<file path="config.mk">
export PLATFORM = sky130hd
export DESIGN_NAME = first_fit_segment_allocator_core
export DESIGN_NICKNAME = d
export VERILOG_FILES = /design/src/rtl/ffsa_pkg.sv /design/src/rtl/ffsa_ram.sv /design/src/rtl/first_fit_segment_allocator_core.sv
export SDC_FILE = /design/constraint.sdc
export NUM_CORES = 2
export LEC_CHECK = 0
export BUFFER_PORTS_ARGS = -buffer_cell sky130_fd_sc_hd__buf_2
export CAP_MARGIN = 40
export CORE_ASPECT_RATIO = 1.5
export CORE_MARGIN = 8
export CORE_UTILIZATION = 50
export CTS_CLUSTER_DIAMETER = 150
export DETAILED_ROUTE_END_ITERATION = 8
export PLACE_DENSITY = 0.77
export SYNTH_ARGS = -nofsm -noshare
export SYNTH_HDL_FRONTEND = slang
export SYNTH_SLANG_ARGS = --single-unit
</file>
<file path="constraint.sdc">
create_clock -name aclk -period 11.05 [get_ports aclk]
set_input_delay 0 -clock aclk [delete_from_list [all_inputs] [get_ports aclk]]
set_output_delay 0 -clock aclk [all_outputs]
set_load 0.01 [all_outputs]
</file>
<file path="src/rtl/ffsa_pkg.sv">
// Shared types and constants of the first-fit segment allocator.
// No dependencies; imported by the core, the checker and the testbench.
package ffsa_pkg;

    // Field widths of the stream payloads.
    localparam int FIELD_BITS   = 16;
    localparam int OP_BITS      = 2;
    localparam int STATUS_BITS  = 2;
    localparam int S_TDATA_BITS = 40;
    localparam int M_TDATA_BITS = 40;

    // Bit positions of the fields inside tdata.
    localparam int S_OP_LSB     = 0;
    localparam int S_SIZE_LSB   = 2;
    localparam int S_ADDR_LSB   = 18;
    localparam int M_FIELDS_TOP = 34;

    // Default sizing of the tables and the address space.
    localparam int DEFAULT_TABLE_ENTRIES = 16;
    localparam int DEFAULT_ADDRESS_BITS  = 16;

    // Reset values of the configuration registers.
    localparam logic [FIELD_BITS-1:0] HEAP_BASE_RESET = 16'd5000;
    localparam logic [FIELD_BITS-1:0] HEAP_SIZE_RESET = 16'(20000 - 5000);

    // Configuration register indexes.
    localparam logic REG_HEAP_BASE = 1'b0;
    localparam logic REG_HEAP_SIZE = 1'b1;

    // Request operation codes.
    localparam logic [OP_BITS-1:0] OP_ALLOC   = 2'd0;
    localparam logic [OP_BITS-1:0] OP_RELEASE = 2'd1;
    localparam logic [OP_BITS-1:0] OP_INIT    = 2'd2;
    localparam logic [OP_BITS-1:0] OP_UNUSED  = 2'd3;

    // Result status codes.
    typedef enum logic [STATUS_BITS-1:0] {
        ST_OK       = 2'd0,
        ST_NOFIT    = 2'd1,
        ST_NOTALLOC = 2'd2,
        ST_FULL     = 2'd3
    } status_t;

endpackage

</file>
<file path="src/rtl/ffsa_ram.sv">
// Generic single-write, single-read RAM with a registered read port.
// No dependencies; used for the free and the allocated segment tables.
module ffsa_ram #(
    parameter int WIDTH = 32,
    parameter int DEPTH = 16
) (
    input  logic                     aclk,
    input  logic                     wr_en,
    input  logic [$clog2(DEPTH)-1:0] wr_addr,
    input  logic [WIDTH-1:0]         wr_data,
    input  logic [$clog2(DEPTH)-1:0] rd_addr,
    output logic [WIDTH-1:0]         rd_data
);

    logic [WIDTH-1:0] mem [DEPTH];

    // One write and one registered read per cycle.
    always_ff @(posedge aclk) begin
        if (wr_en) begin
            mem[wr_addr] <= wr_data;
        end
        rd_data <= mem[rd_addr];
    end

endmodule

</file>
<file path="src/rtl/first_fit_segment_allocator_core.sv">
// Top level of the first-fit segment allocator: sequencer, tables and stream ports.
// Depends on ffsa_pkg and ffsa_ram.
//
// Requests arrive on the s_ stream, one transfer each: allocate, release or
// initialize. Every request except the unused operation code three gives one
// result transfer on the m_ stream. The user must write heap_base and heap_size
// on the cfg_ port only while the block is idle; the block does not enforce it.
// One request is worked on at a time; s_tready is high only when the sequencer
// is idle. A single compare unit walks the tables one entry per cycle through
// the registered RAM read port. Initialize, and allocate of size zero, go
// straight to the result register. Allocate scans every entry and, on an exact
// fit, then moves each entry behind the taken one down. Release scans until it
// finds the segment, then moves each free entry up and writes the released
// segment to the front of the free table.
// The result register holds a finished result while the receiver stalls; the
// sequencer waits in its final step until that register is free.
// After reset both tables are empty, no segment is allocated and the
// configuration registers hold their defaults; no clearing pass is needed.
module first_fit_segment_allocator_core
    import ffsa_pkg::*;
#(
    parameter int TABLE_ENTRIES = DEFAULT_TABLE_ENTRIES,
    parameter int ADDRESS_BITS  = DEFAULT_ADDRESS_BITS
) (
    input  logic                    aclk,
    input  logic                    aresetn,
    // Request stream. s_tdata: operation[1:0], request_size[17:2],
    // release_address[33:18], zero[39:34].
    input  logic                    s_tvalid,
    output logic                    s_tready,
    input  logic [S_TDATA_BITS-1:0] s_tdata,
    // Result stream. m_tdata: status[1:0], address[17:2],
    // segment_size[33:18], zero[39:34].
    output logic                    m_tvalid,
    input  logic                    m_tready,
    output logic [M_TDATA_BITS-1:0] m_tdata,
    // Configuration write port.
    input  logic                    cfg_wr_en,
    input  logic                    cfg_index,
    input  logic [FIELD_BITS-1:0]   cfg_wdata
);

    localparam int IXW     = $clog2(TABLE_ENTRIES);
    localparam int IW      = $clog2(TABLE_ENTRIES + 1);
    localparam int ENTRY_W = ADDRESS_BITS + FIELD_BITS;
    localparam int WIDE    = (ADDRESS_BITS > FIELD_BITS) ? ADDRESS_BITS : FIELD_BITS;
    localparam logic [IW-1:0] LAST_IDX  = IW'(TABLE_ENTRIES - 1);
    localparam logic [IW-1:0] ENTRIES_N = IW'(TABLE_ENTRIES);

    typedef enum logic [2:0] {
        S_IDLE,
        S_A_SCAN,
        S_A_DECIDE,
        S_A_SHIFT,
        S_R_SCAN,
        S_R_SHIFT,
        S_R_HEAD,
        S_FINISH
    } state_t;

    state_t                  state_reg, state_next;
    logic [IW-1:0]           idx_reg, idx_next;
    logic [IW-1:0]           free_count_reg, free_count_next;
    logic [TABLE_ENTRIES-1:0] used_valid_reg, used_valid_next;
    logic [FIELD_BITS-1:0]   heap_base_reg, heap_base_next;
    logic [FIELD_BITS-1:0]   heap_size_reg, heap_size_next;
    logic [FIELD_BITS-1:0]   need_reg, need_next;
    logic                    slot_found_reg, slot_found_next;
    logic [IXW-1:0]          slot_reg, slot_next;
    logic                    fit_found_reg, fit_found_next;
    logic [IXW-1:0]          fit_reg, fit_next;
    logic [ADDRESS_BITS-1:0] seg_start_reg, seg_start_next;
    logic [FIELD_BITS-1:0]   seg_len_reg, seg_len_next;
    status_t                 res_status_reg, res_status_next;
    logic [FIELD_BITS-1:0]   res_addr_reg, res_addr_next;
    logic [FIELD_BITS-1:0]   res_size_reg, res_size_next;
    logic                    m_tvalid_reg, m_tvalid_next;
    logic [M_TDATA_BITS-1:0] m_tdata_reg, m_tdata_next;

    // Table ports.
    logic                    free_wr_en;
    logic [IXW-1:0]          free_wr_addr;
    logic [ENTRY_W-1:0]      free_wr_data;
    logic [ENTRY_W-1:0]      free_rd_data;
    logic                    used_wr_en;
    logic [ENTRY_W-1:0]      used_wr_data;
    logic [ENTRY_W-1:0]      used_rd_data;
    logic [IXW-1:0]          rd_addr;

    // Field views and width adaptation.
    logic [OP_BITS-1:0]      in_op;
    logic [FIELD_BITS-1:0]   in_size;
    logic [FIELD_BITS-1:0]   in_addr;
    logic [WIDE-1:0]         base_wide;
    logic [WIDE-1:0]         rel_wide;
    logic [WIDE-1:0]         need_wide;
    logic [WIDE-1:0]         start_wide;
    logic [ADDRESS_BITS-1:0] base_ab;
    logic [ADDRESS_BITS-1:0] rel_ab;
    logic [ADDRESS_BITS-1:0] need_ab;
    logic [FIELD_BITS-1:0]   start_out;
    logic [ADDRESS_BITS-1:0] free_rd_start;
    logic [FIELD_BITS-1:0]   free_rd_len;
    logic [ADDRESS_BITS-1:0] used_rd_start;
    logic [FIELD_BITS-1:0]   used_rd_len;
    logic                    cur_valid;
    logic                    fit_hit;
    logic                    slot_hit;
    logic                    rel_hit;
    logic [IW-1:0]           idx_m1;
    logic [IW-1:0]           idx_p1;
    logic                    s_xfer;

    assign in_op      = s_tdata[S_OP_LSB +: OP_BITS];
    assign in_size    = s_tdata[S_SIZE_LSB +: FIELD_BITS];
    assign in_addr    = s_tdata[S_ADDR_LSB +: FIELD_BITS];
    assign base_wide  = WIDE'(heap_base_reg);
    assign rel_wide   = WIDE'(in_addr);
    assign need_wide  = WIDE'(need_reg);
    assign start_wide = WIDE'(seg_start_reg);
    assign base_ab    = base_wide[ADDRESS_BITS-1:0];
    assign rel_ab     = rel_wide[ADDRESS_BITS-1:0];
    assign need_ab    = need_wide[ADDRESS_BITS-1:0];
    assign start_out  = start_wide[FIELD_BITS-1:0];

    assign free_rd_start = free_rd_data[ENTRY_W-1:FIELD_BITS];
    assign free_rd_len   = free_rd_data[FIELD_BITS-1:0];
    assign used_rd_start = used_rd_data[ENTRY_W-1:FIELD_BITS];
    assign used_rd_len   = used_rd_data[FIELD_BITS-1:0];

    // The shared compare unit: looks at table entry idx_reg in this cycle.
    assign cur_valid = used_valid_reg[idx_reg[IXW-1:0]];
    assign fit_hit   = (idx_reg < free_count_reg) && (free_rd_len >= need_reg);
    assign slot_hit  = !cur_valid;
    assign rel_hit   = cur_valid && (used_rd_start == seg_start_reg);
    assign idx_m1    = idx_reg - 1'b1;
    assign idx_p1    = idx_reg + 1'b1;

    assign s_tready = (state_reg == S_IDLE);
    assign s_xfer   = s_tvalid && s_tready;
    assign m_tvalid = m_tvalid_reg;
    assign m_tdata  = m_tdata_reg;

    // Both tables are read at the next index, so the entry for idx_reg is
    // present in the cycle after the index was chosen.
    assign rd_addr = idx_next[IXW-1:0];

    ffsa_ram #(
        .WIDTH (ENTRY_W),
        .DEPTH (TABLE_ENTRIES)
    ) u_free_ram (
        .aclk    (aclk),
        .wr_en   (free_wr_en),
        .wr_addr (free_wr_addr),
        .wr_data (free_wr_data),
        .rd_addr (rd_addr),
        .rd_data (free_rd_data)
    );

    ffsa_ram #(
        .WIDTH (ENTRY_W),
        .DEPTH (TABLE_ENTRIES)
    ) u_used_ram (
        .aclk    (aclk),
        .wr_en   (used_wr_en),
        .wr_addr (slot_reg),
        .wr_data (used_wr_data),
        .rd_addr (rd_addr),
        .rd_data (used_rd_data)
    );

    // Sequencer and table updates.
    always_comb begin
        state_next      = state_reg;
        idx_next        = idx_reg;
        free_count_next = free_count_reg;
        used_valid_next = used_valid_reg;
        heap_base_next  = heap_base_reg;
        heap_size_next  = heap_size_reg;
        need_next       = need_reg;
        slot_found_next = slot_found_reg;
        slot_next       = slot_reg;
        fit_found_next  = fit_found_reg;
        fit_next        = fit_reg;
        seg_start_next  = seg_start_reg;
        seg_len_next    = seg_len_reg;
        res_status_next = res_status_reg;
        res_addr_next   = res_addr_reg;
        res_size_next   = res_size_reg;
        m_tvalid_next   = m_tvalid_reg && !m_tready;
        m_tdata_next    = m_tdata_reg;
        free_wr_en      = 1'b0;
        free_wr_addr    = '0;
        free_wr_data    = {seg_start_reg, seg_len_reg};
        used_wr_en      = 1'b0;
        used_wr_data    = {seg_start_reg, need_reg};

        // The user must send configuration writes only while idle; the block does not check this.
        if (cfg_wr_en) begin
            unique case (cfg_index)
                REG_HEAP_BASE: heap_base_next = cfg_wdata;
                REG_HEAP_SIZE: heap_size_next = cfg_wdata;
                default:       heap_base_next = heap_base_reg;
            endcase
        end

        unique case (state_reg)
            S_IDLE: begin
                idx_next = '0;
                if (s_xfer) begin
                    unique case (in_op)
                        OP_ALLOC: begin
                            need_next       = in_size;
                            slot_found_next = 1'b0;
                            fit_found_next  = 1'b0;
                            if (in_size == '0) begin
                                res_status_next = ST_NOFIT;
                                res_addr_next   = '0;
                                res_size_next   = '0;
                                state_next      = S_FINISH;
                            end else begin
                                state_next = S_A_SCAN;
                            end
                        end
                        OP_RELEASE: begin
                            seg_start_next = rel_ab;
                            state_next     = S_R_SCAN;
                        end
                        OP_INIT: begin
                            used_valid_next = '0;
                            if (heap_size_reg != '0) begin
                                free_wr_en      = 1'b1;
                                free_wr_data    = {base_ab, heap_size_reg};
                                free_count_next = IW'(1);
                            end else begin
                                free_count_next = '0;
                            end
                            res_status_next = ST_OK;
                            res_addr_next   = heap_base_reg;
                            res_size_next   = heap_size_reg;
                            state_next      = S_FINISH;
                        end
                        default: begin
                            // The unused operation code is dropped without a result.
                            state_next = S_IDLE;
                        end
                    endcase
                end
            end

            // Walk all entries: first free used slot and first free segment that fits.
            S_A_SCAN: begin
                if (!slot_found_reg && slot_hit) begin
                    slot_found_next = 1'b1;
                    slot_next       = idx_reg[IXW-1:0];
                end
                if (!fit_found_reg && fit_hit) begin
                    fit_found_next = 1'b1;
                    fit_next       = idx_reg[IXW-1:0];
                    seg_start_next = free_rd_start;
                    seg_len_next   = free_rd_len;
                end
                if (idx_reg == LAST_IDX) begin
                    state_next = S_A_DECIDE;
                end else begin
                    idx_next = idx_p1;
                end
            end

            // Grant from the chosen segment, or report why not.
            S_A_DECIDE: begin
                idx_next = IW'(fit_reg) + 1'b1;
                if (!slot_found_reg) begin
                    res_status_next = ST_FULL;
                    res_addr_next   = '0;
                    res_size_next   = '0;
                    state_next      = S_FINISH;
                end else if (!fit_found_reg) begin
                    res_status_next = ST_NOFIT;
                    res_addr_next   = '0;
                    res_size_next   = '0;
                    state_next      = S_FINISH;
                end else begin
                    used_wr_en                = 1'b1;
                    used_valid_next[slot_reg] = 1'b1;
                    res_status_next           = ST_OK;
                    res_addr_next             = start_out;
                    res_size_next             = need_reg;
                    if (seg_len_reg == need_reg) begin
                        state_next = S_A_SHIFT;
                    end else begin
                        free_wr_en   = 1'b1;
                        free_wr_addr = fit_reg;
                        free_wr_data = {seg_start_reg + need_ab, seg_len_reg - need_reg};
                        state_next   = S_FINISH;
                    end
                end
            end

            // Exact fit: move the entries behind the taken one down by one.
            S_A_SHIFT: begin
                if (idx_reg < free_count_reg) begin
                    free_wr_en   = 1'b1;
                    free_wr_addr = idx_m1[IXW-1:0];
                    free_wr_data = free_rd_data;
                    idx_next     = idx_p1;
                end else begin
                    free_count_next = free_count_reg - 1'b1;
                    state_next      = S_FINISH;
                end
            end

            // Look up the allocated segment by its start address.
            S_R_SCAN: begin
                if (rel_hit) begin
                    slot_next    = idx_reg[IXW-1:0];
                    seg_len_next = used_rd_len;
                    if (free_count_reg >= ENTRIES_N) begin
                        res_status_next = ST_FULL;
                        res_addr_next   = '0;
                        res_size_next   = '0;
                        state_next      = S_FINISH;
                    end else if (free_count_reg == '0) begin
                        state_next = S_R_HEAD;
                    end else begin
                        idx_next   = free_count_reg - 1'b1;
                        state_next = S_R_SHIFT;
                    end
                end else if (idx_reg == LAST_IDX) begin
                    res_status_next = ST_NOTALLOC;
                    res_addr_next   = '0;
                    res_size_next   = '0;
                    state_next      = S_FINISH;
                end else begin
                    idx_next = idx_p1;
                end
            end

            // Move the live free entries up by one, from the back.
            S_R_SHIFT: begin
                free_wr_en   = 1'b1;
                free_wr_addr = idx_p1[IXW-1:0];
                free_wr_data = free_rd_data;
                if (idx_reg == '0) begin
                    state_next = S_R_HEAD;
                end else begin
                    idx_next = idx_m1;
                end
            end

            // Put the released segment at the front of the free table.
            S_R_HEAD: begin
                free_wr_en                = 1'b1;
                free_count_next           = free_count_reg + 1'b1;
                used_valid_next[slot_reg] = 1'b0;
                res_status_next           = ST_OK;
                res_addr_next             = start_out;
                res_size_next             = seg_len_reg;
                state_next                = S_FINISH;
            end

            // Hand the result over once the output register is free.
            S_FINISH: begin
                if (!m_tvalid_reg || m_tready) begin
                    m_tvalid_next = 1'b1;
                    m_tdata_next  = {(M_TDATA_BITS - M_FIELDS_TOP)'(0), res_size_reg,
                                     res_addr_reg, res_status_reg};
                    state_next    = S_IDLE;
                end
            end

            default: state_next = S_IDLE;
        endcase
    end

    // State, counters and registered outputs.
    always_ff @(posedge aclk) begin
        if (!aresetn) begin
            state_reg      <= S_IDLE;
            idx_reg        <= '0;
            free_count_reg <= '0;
            used_valid_reg <= '0;
            heap_base_reg  <= HEAP_BASE_RESET;
            heap_size_reg  <= HEAP_SIZE_RESET;
            slot_found_reg <= 1'b0;
            fit_found_reg  <= 1'b0;
            m_tvalid_reg   <= 1'b0;
        end else begin
            state_reg      <= state_next;
            idx_reg        <= idx_next;
            free_count_reg <= free_count_next;
            used_valid_reg <= used_valid_next;
            heap_base_reg  <= heap_base_next;
            heap_size_reg  <= heap_size_next;
            slot_found_reg <= slot_found_next;
            fit_found_reg  <= fit_found_next;
            m_tvalid_reg   <= m_tvalid_next;
        end
        need_reg       <= need_next;
        slot_reg       <= slot_next;
        fit_reg        <= fit_next;
        seg_start_reg  <= seg_start_next;
        seg_len_reg    <= seg_len_next;
        res_status_reg <= res_status_next;
        res_addr_reg   <= res_addr_next;
        res_size_reg   <= res_size_next;
        m_tdata_reg    <= m_tdata_next;
    end

endmodule

</file>
==> impl_results.md <==
- Outcome: finished, violations left
- Failing checks: design-rule violations
- Leakage: 0.0221 uW
- Yosys Warn Count: 0
- Pins Over Slew Limit: 0
- Grt total ovfl: 0
- Number of flops mapped to enable cells by yosys: 1,148
- Switching part of the total: about a third
- Gp weighted congestion: 0.963
- CTS Buf Count: between 100 and 150
- Die width: between 200 and 300 um
- Initial DRC Count: approximately 3,600
- First-pass GRT wire length: slightly below 200,000 um
- Fraction of power consumed by the clock network: approximately a quarter
- CTS tree: yes
- Actual slew at the worst max-slew pin: about 1000 ps
- Worst endpoint required time: roughly 12,000 ps
- RSZ-0062 raised after global routing: no
- Count leader, synth: edfxtp_1
- Pre-antenna DRT Iters: 9
- Critical Path AT: around 7500 ps
- VDD IR-drop max: around 350 uV
- Slew headroom: between 30% and 40%
- Worst hold slack: 19.6 ps
- Core Area: between 0.1 and 0.15 mm^2
- Hold wc startpoint: s_tdata[12]
- CTS Root Cell: clkbuf_16
- Critical path launch point type: register
- Hold Crit Class: input port to register
- # H-tree levels: 3
- Clock buffer depth: 3
- Clk slew on worst S/H paths: 60 ps
- Share of cells above drive strength 1: 12.1%
- Final hold violation count: 0
- Final setup violation count: 0
- Avg Cell Area, Syn: between 15 and 20 um^2
- Post-DRT Antenna Nets: 0
- Final #Nets: between 3,000 and 4,000
- Total wire length: 137,000 um
- CP Capture Type: register
- Max cap viols: 0
- Number of global-route vias before repair: roughly 30,000
- CP Class: register to register
- Pwr dens: around 280 mW/mm^2
- Sw Pwr: ~5500 uW
- Mapped Cells: about 3,300
- Dpl hpwl: 80,100 um
- Clk_lat worst skew: roughly 730 ps
- Commonest cells in the netlist: edfxtp_1 (1,148), mux2i_1 (518), nand2_1 (249)
- Aggregate global-route resource usage: about 23%
- Crit-path cells: xor2_1 > nor4_1 > nand4_1 > nor2_1 > o32ai_1 > a211oi_4 > buf_4 > buf_4 > buf_4 > mux2i_1 > o22a_1 > o221ai_1 > or3_1
- Syn-to-layout area delta: 13.4%
- Combinational share of power: 35.2%
- Mapped cell area: 0.0517 mm^2
- Slowest CP cell: edfxtp_1
- CP max stage delay: a little under 900 ps
- Largest net degree at the start of global routing: 108
- Most used cell, CP: buf_4
- Crit path max fanout: 51
- Register bit total from synthesis: 1,276
- Final Critical Period: approximately 7000 ps
- Vias: about 31,000
- Total Die Area: 0.114 mm^2
- Die height: roughly 410 um
- Crit path from: seg_start_reg[14]
- DR vias/cell: between 6 and 7
- Synth area leader: edfxtp_1
- Number of setup buffers added after CTS: 0
- Starting density of the core: approximately half
- RR Startpoint: seg_start_reg[14]
- Skew final: 28.8 ps
- Synth top area share: between 60% and 70%
- Yosys cell types: 83
- Sequential share of power: 41.0%
- Setup tns final: 0 ps
- Number of antenna violations at the first check in global routing: 5
- Row count: approximately 140
- Num ports: around 100
- Wirelength per Cell: between 20 and 30 um
- Max Fclk: between 100 and 150 MHz
- Sequential area share after synthesis: a little under three quarters
- DR DRC count: 3
- I/O Buffers: 91
- Primary FF master, synth: edfxtp_1
- Area contributors post-synth: edfxtp_1 (67%), mux2i_1 (10%), dfxtp_1 (5.0%)
- Async S/R FF share, synth: 0%
- Clock sinks: around 1,300
- Tcrit/Tclk final: roughly 63%
- Power Internal: about 11,000 uW
critical path, delay by kind of cell (launching register included):
kind | cells | cell delay, ps
compound gates | 4 | 690
flops | 1 | 880
simple gates | 4 | 2350
buf+inv | 3 | 2300
mux | 1 | 290
xor+xnor | 1 | 130
path summary, 6_finish.rpt:
check	endpoint	slack (ps)	cells past startpoint
hold / removal	need_ab[10]	20	2
setup reg to reg	u_free_ram.rd_data[29]	4100	13
hold reg to reg	m_tdata[1]	420	0
setup / recovery	u_free_ram.rd_data[29]	4100	13
area by class of cell:
| type | count | area (um^2) |
|---|---|---|
| Sequential cell | 1276 | 37000 |
| Tap cell | 1314 | 1640 |
| Multi-Input combinational cell | 1805 | 13900 |
| Clock inverter | 52 | 623 |
| Inverter | 65 | 244 |
| Fill cell | 7643 | 44100 |
| Clock buffer | 148 | 2980 |
| Antenna cell | 1 | 2.50 |
| Timing Repair Buffer | 279 | 2220 |
cells in the final DEF, fill, tap and decap left out, types with 18 or more instances in the layout:
cell type and count:
edfxtp_1 1148, mux2i_1 518, nand2_1 248, o22ai_1 134, dfxtp_1 128, clkbuf_16 108
nor2_1 98, buf_4 96, buf_2 91, dlygate4sd3_1 82, or3_1 74, o22a_1 67
o221ai_1 66, ha_1 64, inv_1 62, o21ai_0 44, a21oi_1 40, nand3_1 32
a222oi_1 32, a21boi_0 29, nor2_4 29, xor2_1 27, clkbuf_1 24, nor3_1 23
a22o_1 20, clkinv_2 20, nand2b_1 18, xnor2_1 18, a211oi_1 18
per-stage QoR:
stage / std cells / cell area [um^2] / setup WS, ps / power, uW / utilization [%]
floorplan: 3327 / 51700 / 6380 / 10600 / -
global placement: 4637 / 53900 / 4280 / 12000 / 52.5
detailed placement: 4657 / 54200 / 4220 / 12300 / 52.8
CTS: 4939 / 58600 / 4190 / 16100 / 57.1
global route: 4939 / 58600 / 3860 / 16700 / 57.1
finish: 4940 / 58600 / 4100 / 16100 / 57.1
power by group through the flow:
stage	Combinational [uW]	Sequential, uW	Clock [uW]
after floorplan	4060	6530	0
after global placement	5330	6700	0
after detailed placement	5590	6710	0
after CTS	5640	6610	3890
after global routing	6010	6650	4080
final	5680	6630	3840
kinds of logic (layout without fill, tap and decap cells):
group | after synthesis | count (layout) | share of synthesized area [%]
AOI/OAI and AO/OA | 560 | 560 | 8.06
xor gates and xnor gates | 45 | 45 | 0.762
adders and majority gates | 66 | 66 | 1.63
buffers and inverters | 246 | 544 | 2.25
DFF | 1276 | 1276 | 71.6
muxes | 525 | 525 | 10.3
other | 1 | 7 | 0.00725
and+or+nand+nor | 603 | 603 | 5.42
per-layer routing:
metal / routed length (um) / track usage [%] / vias to the layer above
li1: - / - / 13400
met3: 12100 / 4.20 / 430
met5: 46 / 0 / -
met4: 8870 / 14.5 / 6
met2: 68700 / 40.7 / 1658
met1: 47100 / 26.2 / 15300
repair_timing:
| item | CTS | global route |
|---|---|---|
| hold buffers | 82 | 0 |
| endpoints found under the hold margin | 84 | 0 |
| gates resized for setup | 0 | 0 |
Power figures use the tool's default switching activity.
